<file path="src/hdl/bc13_pkg.sv">
// Shared types and arithmetic helpers for the BC1/BC3 block decoder.
// Used by bc13_table and by the top level bc1_bc3_block_decoder.
// No dependencies.
package bc13_pkg;

  // Field widths of the stream payloads
  localparam int unsigned HalfW     = 64;
  localparam int unsigned BlockW    = 10;
  localparam int unsigned CoordW    = 12;
  localparam int unsigned InDataW   = 152;  // 148 payload bits, padded to 19 bytes
  localparam int unsigned OutDataW  = 56;
  localparam int unsigned PixCount  = 16;
  localparam int unsigned RecipShift = 24;  // fraction bits of the coordinate reciprocal

  // Per-block lookup tables: four RGB palette entries and eight alpha values.
  // rgb[entry][0] is red, [1] green, [2] blue.
  typedef struct packed {
    logic [3:0][2:0][7:0] rgb;
    logic [7:0][7:0]      alpha;
  } bc13_tab_t;

  // 5-bit and 6-bit channel expansion by bit replication
  function automatic logic [7:0] expand5(input logic [4:0] c);
    return {c, c[4:2]};
  endfunction

  function automatic logic [7:0] expand6(input logic [5:0] c);
    return {c, c[5:4]};
  endfunction

  // floor(v/3) for v <= 765: multiply by 683/2048
  function automatic logic [7:0] div3(input logic [9:0] v);
    logic [20:0] p;
    p = 21'(v) * 21'd683;
    return p[18:11];
  endfunction

  // floor(v/5) for v <= 1275: multiply by 3277/16384
  function automatic logic [7:0] div5(input logic [10:0] v);
    logic [22:0] p;
    p = 23'(v) * 23'd3277;
    return p[21:14];
  endfunction

  // floor(v/7) for v <= 1785: multiply by 2341/16384
  function automatic logic [7:0] div7(input logic [10:0] v);
    logic [22:0] p;
    p = 23'(v) * 23'd2341;
    return p[21:14];
  endfunction

endpackage

</file>
<file path="src/hdl/bc1_bc3_block_decoder.sv">
// Top level of the BC1/BC3 texture block decoder.
// Depends on bc13_pkg and instantiates bc13_table.
//
// Usage:
//   The s_ stream takes one compressed 4x4 block per transaction. The m_
//   stream returns the sixteen decoded RGBA pixels of that block in
//   row-major order with their image coordinates; m_tlast marks the
//   sixteenth pixel. The cfg channel writes format_bc3 (0 = BC1, 1 = BC3);
//   it is always ready and must only be written while the block is idle.
// Path: the first pixel passes the input, table and output registers
//   before it appears on m_tvalid. Throughput: one pixel per cycle while
//   m_tready is high, set by the single output register pixels exit.
//   Three blocks can be in flight: the input register, the table register
//   that feeds the pixel counter, and the output register.
// Reset: rst (synchronous) empties all stages and selects BC1.
// Stall: while m_tready is low the current pixel holds in the output
//   register, the pixel counter stops, and s_tready drops once the input
//   register is full behind the block being emitted.
module bc1_bc3_block_decoder #(
  parameter int unsigned MAX_DIM = 4096
) (
  input  logic                           clk,
  input  logic                           rst,
  // configuration write channel
  input  logic                           cfg_valid,
  output logic                           cfg_ready,
  input  logic                           cfg_data,   // format_bc3
  // block input stream
  input  logic                           s_tvalid,
  output logic                           s_tready,
  // s_tdata from bit 0: alpha_half[63:0], colour_half[63:0],
  // block_col[9:0], block_row[9:0], 4 zero pad bits
  input  logic [bc13_pkg::InDataW-1:0]   s_tdata,
  // pixel output stream
  output logic                           m_tvalid,
  input  logic                           m_tready,
  // m_tdata from bit 0: red[7:0], green[7:0], blue[7:0], alpha[7:0],
  // pixel_x[11:0], pixel_y[11:0]
  output logic [bc13_pkg::OutDataW-1:0]  m_tdata,
  output logic                           m_tlast
);

  // Coordinate reduction modulo MAX_DIM: q = floor(x * RECIP / 2^24).
  // Sizes at or above 4096 never wrap a 12-bit coordinate.
  localparam int unsigned DimW   = 15;
  localparam logic [DimW-1:0] DIM = DimW'(MAX_DIM);
  localparam int unsigned RecipW = 25;
  localparam logic [RecipW-1:0] RECIP = (MAX_DIM >= 4096) ? '0 :
      RecipW'(((64'd1 << bc13_pkg::RecipShift) + 64'(MAX_DIM) - 64'd1) / 64'(MAX_DIM));
  localparam int unsigned ProdW  = bc13_pkg::CoordW + RecipW;

  localparam int unsigned CW = bc13_pkg::CoordW;

  // Configuration register
  logic format_bc3;

  // Input register
  logic                       a_valid;
  logic [63:0]                a_alpha_half;
  logic [63:0]                a_colour_half;
  logic [bc13_pkg::BlockW-1:0] a_block_col;
  logic [bc13_pkg::BlockW-1:0] a_block_row;

  // Table register
  logic                b_valid;
  bc13_pkg::bc13_tab_t b_tab;
  logic [31:0]         b_cidx;
  logic [47:0]         b_aidx;
  logic [CW-1:0]       b_x;
  logic [CW-1:0]       b_y;
  logic [CW-1:0]       b_qx;
  logic [CW-1:0]       b_qy;
  logic [3:0]          cnt;

  // Handshake and flow control
  logic in_fire;
  logic out_free;
  logic emit;
  logic b_done;
  logic a_move;

  // Combinational values
  bc13_pkg::bc13_tab_t tab_new;
  logic [CW-1:0]       x_new;
  logic [CW-1:0]       y_new;
  logic [ProdW-1:0]    qx_prod;
  logic [ProdW-1:0]    qy_prod;
  logic [1:0]          ci;
  logic [2:0]          ai;
  logic [CW+DimW-1:0]  mx_prod;
  logic [CW+DimW-1:0]  my_prod;
  logic [CW-1:0]       base_x;
  logic [CW-1:0]       base_y;
  logic [DimW-1:0]     sum_x;
  logic [DimW-1:0]     sum_y;
  logic [DimW-1:0]     pix_x;
  logic [DimW-1:0]     pix_y;

  assign cfg_ready = 1'b1;

  assign in_fire  = s_tvalid && s_tready;
  assign out_free = !m_tvalid || m_tready;
  assign emit     = b_valid && out_free;
  assign b_done   = emit && (cnt == 4'(bc13_pkg::PixCount - 1));
  assign a_move   = a_valid && (!b_valid || b_done);
  assign s_tready = !a_valid || a_move;

  // Configuration write
  always_ff @(posedge clk) begin
    if (rst) begin
      format_bc3 <= 1'b0;
    end else if (cfg_valid && cfg_ready) begin
      format_bc3 <= cfg_data;
    end
  end

  // Input register
  always_ff @(posedge clk) begin
    if (rst) begin
      a_valid <= 1'b0;
    end else if (in_fire) begin
      a_valid <= 1'b1;
    end else if (a_move) begin
      a_valid <= 1'b0;
    end
  end

  always_ff @(posedge clk) begin
    if (in_fire) begin
      a_alpha_half  <= s_tdata[63:0];
      a_colour_half <= s_tdata[127:64];
      a_block_col   <= s_tdata[137:128];
      a_block_row   <= s_tdata[147:138];
    end
  end

  // Palette and alpha table of the block in the input register
  bc13_table u_table (
    .format_bc3  (format_bc3),
    .colour_ends (a_colour_half[31:0]),
    .alpha_ends  (a_alpha_half[15:0]),
    .tab         (tab_new)
  );

  // Block origin and its quotient by MAX_DIM
  assign x_new   = {a_block_col, 2'b00};
  assign y_new   = {a_block_row, 2'b00};
  assign qx_prod = ProdW'(x_new) * ProdW'(RECIP);
  assign qy_prod = ProdW'(y_new) * ProdW'(RECIP);

  // Table register
  always_ff @(posedge clk) begin
    if (rst) begin
      b_valid <= 1'b0;
    end else if (a_move) begin
      b_valid <= 1'b1;
    end else if (b_done) begin
      b_valid <= 1'b0;
    end
  end

  always_ff @(posedge clk) begin
    if (a_move) begin
      b_tab  <= tab_new;
      b_cidx <= a_colour_half[63:32];
      b_aidx <= a_alpha_half[63:16];
      b_x    <= x_new;
      b_y    <= y_new;
      b_qx   <= qx_prod[bc13_pkg::RecipShift +: CW];
      b_qy   <= qy_prod[bc13_pkg::RecipShift +: CW];
    end
  end

  // Pixel counter, wraps to zero at the end of each block
  always_ff @(posedge clk) begin
    if (rst) begin
      cnt <= '0;
    end else if (emit) begin
      cnt <= cnt + 4'd1;
    end
  end

  // Pixel select and coordinate wrap
  always_comb begin
    ci      = b_cidx[{cnt, 1'b0} +: 2];
    ai      = b_aidx[6'(cnt) * 6'd3 +: 3];
    mx_prod = (CW+DimW)'(b_qx) * (CW+DimW)'(DIM);
    my_prod = (CW+DimW)'(b_qy) * (CW+DimW)'(DIM);
    base_x  = b_x - mx_prod[CW-1:0];
    base_y  = b_y - my_prod[CW-1:0];
    sum_x   = DimW'(base_x) + DimW'(cnt[1:0]);
    sum_y   = DimW'(base_y) + DimW'(cnt[3:2]);
    pix_x   = (sum_x >= DIM) ? (sum_x - DIM) : sum_x;
    pix_y   = (sum_y >= DIM) ? (sum_y - DIM) : sum_y;
  end

  // Output register
  always_ff @(posedge clk) begin
    if (rst) begin
      m_tvalid <= 1'b0;
    end else if (emit) begin
      m_tvalid <= 1'b1;
    end else if (m_tready) begin
      m_tvalid <= 1'b0;
    end
  end

  always_ff @(posedge clk) begin
    if (emit) begin
      m_tdata <= {pix_y[CW-1:0], pix_x[CW-1:0], b_tab.alpha[ai],
                  b_tab.rgb[ci][2], b_tab.rgb[ci][1], b_tab.rgb[ci][0]};
      m_tlast <= (cnt == 4'(bc13_pkg::PixCount - 1));
    end
  end

  // Checks
  a_cnt_in_block: assert property (@(posedge clk) disable iff (rst)
    (cnt != 4'd0) |-> b_valid)
    else $error("pixel counter running without a loaded block");

  a_wrap_after_last: assert property (@(posedge clk) disable iff (rst)
    b_done |=> (cnt == 4'd0))
    else $error("pixel counter did not wrap after the last pixel");

  a_ready_when_empty: assert property (@(posedge clk) disable iff (rst)
    !a_valid |-> s_tready)
    else $error("input not ready with an empty input register");

  a_last_from_emit: assert property (@(posedge clk) disable iff (rst)
    b_done |=> (m_tvalid && m_tlast))
    else $error("last pixel of a block not flagged on the output");

  a_reset_bc1: assert property (@(posedge clk)
    $past(rst) && !$past(cfg_valid) |-> !format_bc3)
    else $error("format not BC1 after reset");

endmodule

</file>
<file path="src/hdl/bc13_table.sv">
// Builds the colour palette and alpha table of one compressed block.
// Pure combinational; depends on bc13_pkg for bc13_tab_t and the
// expansion and constant-division helpers.
module bc13_table (
  input  logic               format_bc3,
  input  logic [31:0]        colour_ends,  // c0 in [15:0], c1 in [31:16]
  input  logic [15:0]        alpha_ends,   // a0 in [7:0], a1 in [15:8]
  output bc13_pkg::bc13_tab_t tab
);

  logic [2:0][7:0] e0;
  logic [2:0][7:0] e1;
  logic [7:0]      a0;
  logic [7:0]      a1;

  // Endpoint expansion from RGB565
  always_comb begin
    e0[0] = bc13_pkg::expand5(colour_ends[15:11]);
    e0[1] = bc13_pkg::expand6(colour_ends[10:5]);
    e0[2] = bc13_pkg::expand5(colour_ends[4:0]);
    e1[0] = bc13_pkg::expand5(colour_ends[31:27]);
    e1[1] = bc13_pkg::expand6(colour_ends[26:21]);
    e1[2] = bc13_pkg::expand5(colour_ends[20:16]);
    a0    = alpha_ends[7:0];
    a1    = alpha_ends[15:8];
  end

  always_comb begin
    // Four-colour palette, thirds always used
    for (int k = 0; k < 3; k++) begin
      tab.rgb[0][k] = e0[k];
      tab.rgb[1][k] = e1[k];
      tab.rgb[2][k] = bc13_pkg::div3({1'b0, e0[k], 1'b0} + {2'b00, e1[k]});
      tab.rgb[3][k] = bc13_pkg::div3({2'b00, e0[k]} + {1'b0, e1[k], 1'b0});
    end

    // Alpha table: sevenths when a0 > a1, else fifths plus 0 and 255.
    // BC1 blocks are fully opaque.
    tab.alpha = '0;
    if (!format_bc3) begin
      for (int k = 0; k < 8; k++) begin
        tab.alpha[k] = 8'hFF;
      end
    end else begin
      tab.alpha[0] = a0;
      tab.alpha[1] = a1;
      if (a0 > a1) begin
        for (int k = 1; k <= 6; k++) begin
          tab.alpha[1 + k] = bc13_pkg::div7(11'((7 - k) * int'(a0) + k * int'(a1)));
        end
      end else begin
        for (int k = 1; k <= 4; k++) begin
          tab.alpha[1 + k] = bc13_pkg::div5(11'((5 - k) * int'(a0) + k * int'(a1)));
        end
        tab.alpha[6] = 8'h00;
        tab.alpha[7] = 8'hFF;
      end
    end
  end

endmodule
</file>
<file path="config.mk">
export PLATFORM = sky130hd
export DESIGN_NAME = bc1_bc3_block_decoder
export DESIGN_NICKNAME = d
export VERILOG_FILES = /design/src/hdl/bc13_pkg.sv /design/src/hdl/bc1_bc3_block_decoder.sv /design/src/hdl/bc13_table.sv
export SDC_FILE = /design/constraint.sdc
export NUM_CORES = 2
export LEC_CHECK = 0
export ABC_AREA = 0
export ABC_CLOCK_PERIOD_IN_PS = 11100
export BUFFER_PORTS_ARGS = -buffer_cell sky130_fd_sc_hd__buf_2
export CAP_MARGIN = 20
export CORE_ASPECT_RATIO = 0.9
export CORE_MARGIN = 1
export CORE_UTILIZATION = 60
export DETAILED_ROUTE_END_ITERATION = 16
export HOLD_SLACK_MARGIN = 0.12
export PLACE_DENSITY = 0.8
export SYNTH_ARGS = -nofsm -noshare
export SYNTH_HDL_FRONTEND = slang
export SYNTH_SLANG_ARGS = --single-unit
</file>
<file path="constraint.sdc">
create_clock -name clk -period 11.1 [get_ports clk]
set_clock_uncertainty 0.2 [all_clocks]
set_input_delay 1.11 -clock clk [delete_from_list [all_inputs] [get_ports clk]]
set_output_delay 1.11 -clock clk [all_outputs]
set_load 0.01 [all_outputs]
</file>
==> Flow_metrics.wiki <==
{| class="wikitable"
! Metric !! Value
|-
| Pin slew with the least headroom to its limit || 992 ps
|-
| Synthesis-to-finish area growth || 8.75%
|-
| Achievable Freq || 113 MHz
|-
| Final instance count without filler cells || between 5000 and 6000
|-
| Data required time of the worst path || 11260 ps
|-
| DRC viols || 0
|-
| Synthesized Nets || roughly 5600
|-
| Starting utilization of the core area || 61.1%
|-
| Number of levels the H-tree was split into || 2
|-
| Clk Tree Root Cell || sky130_fd_sc_hd__clkbuf_16
|-
| Outcome || finished clean
|-
| Avg Synthesized Cell Area || approximately 12 sq um
|-
| DRT Wirelength || between 100000 and 150000 um
|-
| Site Rows || 96
|-
| Flop2flop setup slack || 2250 ps
|-
| Most common library cells after synthesis || sky130_fd_sc_hd__ha_1 (1114), sky130_fd_sc_hd__inv_1 (678), sky130_fd_sc_hd__edfxtp_1 (449)
|-
| Quantity of I/O buffers inserted on ports || between 200 and 250
|-
| Setup repair after global routing missed its margin || false
|-
| Number of endpoints failing setup at the final stage || 0
|-
| Total negative setup slack || 0 ps
|-
| Flops & latches, synth || 457
|-
| Number of antenna violations at the first check in global routing || 12
|-
| Number of global-route vias before repair || 31300
|-
| Ratio of cells with drive above 1 in the final layout || 8.62%
|-
| Post_cts resized || 0
|-
| Post-Place Cells || 5151
|-
| Mapped Cells || between 3000 and 4000
|-
| Buffers inserted during post-CTS setup optimization || 0
|-
| Most repeated cell in the gate-level netlist after synthesis || sky130_fd_sc_hd__ha_1
|-
| Number of enable-type register cells in the synthesized netlist || about 450
|-
| Final estimated routing congestion in global placement || 0.913
|-
| Max Root-Sink Buffers || 3
|-
| Setup CP Type || flop to flop
|-
| ANT nets after route || 0
|-
| Largest net degree at the start of global routing || 76
|-
| Number of warnings printed during yosys synthesis || 0
|-
| CTS sink count || 457
|-
| Total number of vias || about 30000
|-
| Total count of hold-check failures in the final report || 0
|-
| Leading post-synthesis cells by cell area || sky130_fd_sc_hd__ha_1 (30%), sky130_fd_sc_hd__edfxtp_1 (29%), sky130_fd_sc_hd__fa_1 (16%)
|-
| Share of synthesized area occupied by flip-flops and latches || a little under 30%
|-
| Clock insertion delay at the later pin of the skew report || 660 ps
|-
| Wire length per cell after detailed routing || 19.2 um
|-
| Overall fraction of global-route tracks in use || between 20% and 30%
|-
| Die X-Extent || 297 um
|-
| Share of synthesized flip-flops with an asynchronous set or reset || 0%
|-
| Die Height || between 200 and 300 um
|-
| Total number of nets in the final design || around 5800
|-
| Worst min-delay path category || flop to flop
|-
| Post-synthesis cell area || about 47000 sq um
|-
| Clock slew at reported path FFs || 60 ps
|-
| Number of buffers inserted for hold repair after clock tree synthesis || 0
|-
| Startpoint type of the worst setup path || flop
|-
| Critical Path End Type || flop
|-
| Number of buffers added by the clock tree synthesis step || 49
|-
| Detailed Place HPWL || 80400 um
|-
| Crit share post-route || 79.7%
|-
| Clock tree from TritonCTS || done
|-
| Headroom to the max-slew limit || 32.2%
|-
| Prevailing post-synth register cell || sky130_fd_sc_hd__edfxtp_1
|-
| Count of boundary I/O pins || ~220
|-
| Global-route wire length before repair || 163000 um
|-
| Max FO, Critical Path || 11
|-
| Number of distinct standard cells referenced by the synthesized netlist || 71
|-
| Residual overflow from global routing || 0
|-
| Critical Path AT || 9010 ps
|-
| Number of cells traversed by the worst hold path || 0
|-
| Critical Path Slowest Stage Cell || sky130_fd_sc_hd__edfxtp_1
|-
| Core box area || 76800 sq um
|-
| Clock period minus final worst setup slack || 8850 ps
|-
| Top cell type by total area after synthesis || sky130_fd_sc_hd__ha_1
|-
| Cell count of the worst reg-to-reg path || 28
|-
| 1st-pass router iterations || 6
|-
| Via density per instance || 5.68
|-
| Synth top area share || 29.7%
|-
| Maxcap violations || 0
|-
| Starting DRT DRC Count || roughly 1500
|-
| Final max-slew violation count || 0
|-
| Full die area || 79300 sq um
|-
| Critical Path Max Stage Delay || 840 ps
|}
layout by cell type, fill, tap and decap left out, types with 9 or more instances in the layout:
cell type	instances
sky130_fd_sc_hd__ha_1	1114
sky130_fd_sc_hd__inv_1	678
sky130_fd_sc_hd__edfxtp_1	449
sky130_fd_sc_hd__fa_1	368
sky130_fd_sc_hd__buf_2	213
sky130_fd_sc_hd__xnor2_1	174
sky130_fd_sc_hd__a21oi_1	134
sky130_fd_sc_hd__nor2_1	112
sky130_fd_sc_hd__nand2_1	81
sky130_fd_sc_hd__o21ai_0	80
sky130_fd_sc_hd__xor2_1	79
sky130_fd_sc_hd__a21o_1	67
sky130_fd_sc_hd__nor3_1	51
sky130_fd_sc_hd__clkbuf_16	49
sky130_fd_sc_hd__nor2b_1	41
sky130_fd_sc_hd__o21a_1	38
sky130_fd_sc_hd__o21bai_1	34
sky130_fd_sc_hd__nand3_1	26
sky130_fd_sc_hd__mux4_1	26
sky130_fd_sc_hd__buf_4	26
sky130_fd_sc_hd__nand2b_1	23
sky130_fd_sc_hd__mux4_2	23
sky130_fd_sc_hd__a21boi_0	20
sky130_fd_sc_hd__o211ai_1	18
sky130_fd_sc_hd__mux2i_1	18
sky130_fd_sc_hd__and2_1	17
sky130_fd_sc_hd__a31oi_1	15
sky130_fd_sc_hd__a211o_1	14
sky130_fd_sc_hd__nand4_1	13
sky130_fd_sc_hd__a211oi_1	12
sky130_fd_sc_hd__o311ai_0	12
sky130_fd_sc_hd__diode_2	11
sky130_fd_sc_hd__and3_1	11
sky130_fd_sc_hd__or3_1	10
sky130_fd_sc_hd__a41o_1	9
sky130_fd_sc_hd__clkbuf_1	9
critical path, delay by kind of cell (launching register included):
family | cells | cell delay [ps]
AO/OA/AOI/OAI | 10 | 2270
XOR/XNOR | 5 | 1410
adder cells (fa/ha/maj) | 7 | 3020
buffers and inverters | 3 | 460
flip-flops | 1 | 840
AND/OR/NAND/NOR | 3 | 300
final timing paths:
kind	startpoint	endpoint
max	a_alpha_half[2]$_DFFE_PP_	b_tab[30]$_SDFFCE_PN1P_
min	a_alpha_half[60]$_DFFE_PP_	b_aidx[44]$_DFFE_PP_
max reg2reg	a_alpha_half[2]$_DFFE_PP_	b_tab[30]$_SDFFCE_PN1P_
min reg2reg	a_alpha_half[60]$_DFFE_PP_	b_aidx[44]$_DFFE_PP_
kinds of logic (layout without fill, tap and decap cells):
| family | after synthesis | count (layout) | share of synthesized area [%] |
|---|---|---|---|
| and+or+nand+nor | 415 | 415 | 4.35 |
| other | 1 | 12 | 0.00799 |
| DFF | 457 | 457 | 29.1 |
| muxes | 75 | 75 | 3.14 |
| xor gates and xnor gates | 254 | 254 | 4.77 |
| AOI/OAI and AO/OA | 522 | 522 | 7.46 |
| buffers and inverters | 712 | 1006 | 5.78 |
| adders and majority gates | 1482 | 1482 | 45.4 |
final cells by class:
class                           count  area (sq um)
Antenna cell                       11          27.5
Clock buffer                       58          1260
Clock inverter                     31           420
Fill cell                        5656         25700
Inverter                          678          2540
Multi-Input combinational cell   2749         30600
Sequential cell                   457         13600
Tap cell                         1029          1290
Timing Repair Buffer              239          1260
per-stage QoR:
| stage | utilization [%] | instance area [sq um] | hold slack (ps) | setup WS [ps] |
|---|---|---|---|---|
| final | 66.5 | 51000 | 186 | 2250 |
| after global placement | 64.2 | 49300 | 200 | 2460 |
| after detailed placement | 64.2 | 49300 | 205 | 2270 |
| after global routing | 66.5 | 51000 | 210 | 1620 |
| after floorplan | - | 46900 | 200 | 3290 |
| after CTS | 66.4 | 51000 | 209 | 2260 |
metal layers:
metal / vias up / global-route usage [%] / part of all wire [%]
li1: 14400 / - / -
met1: 14600 / 34.7 / 44
met2: 745 / 44.5 / 48
met3: 174 / 3.05 / 5.6
met4: 2 / 8.22 / 2.9
met5: - / 0 / 0.013
sequential cells by signal (all words and copies together) (netlist names):
signal         flops
a_alpha_half      64
a_block_col       10
a_block_row       10
a_colour_half     64
a_valid            1
b_aidx            48
b_cidx            32
b_tab            144
b_valid            1
b_x               10
b_y               10
cnt                4
format_bc3         1
m_tdata           56
m_tlast            1
m_tvalid           1
Power is not shown: default switching activity piles up to over one toggle a cycle in this logic, so the estimate is an artifact.
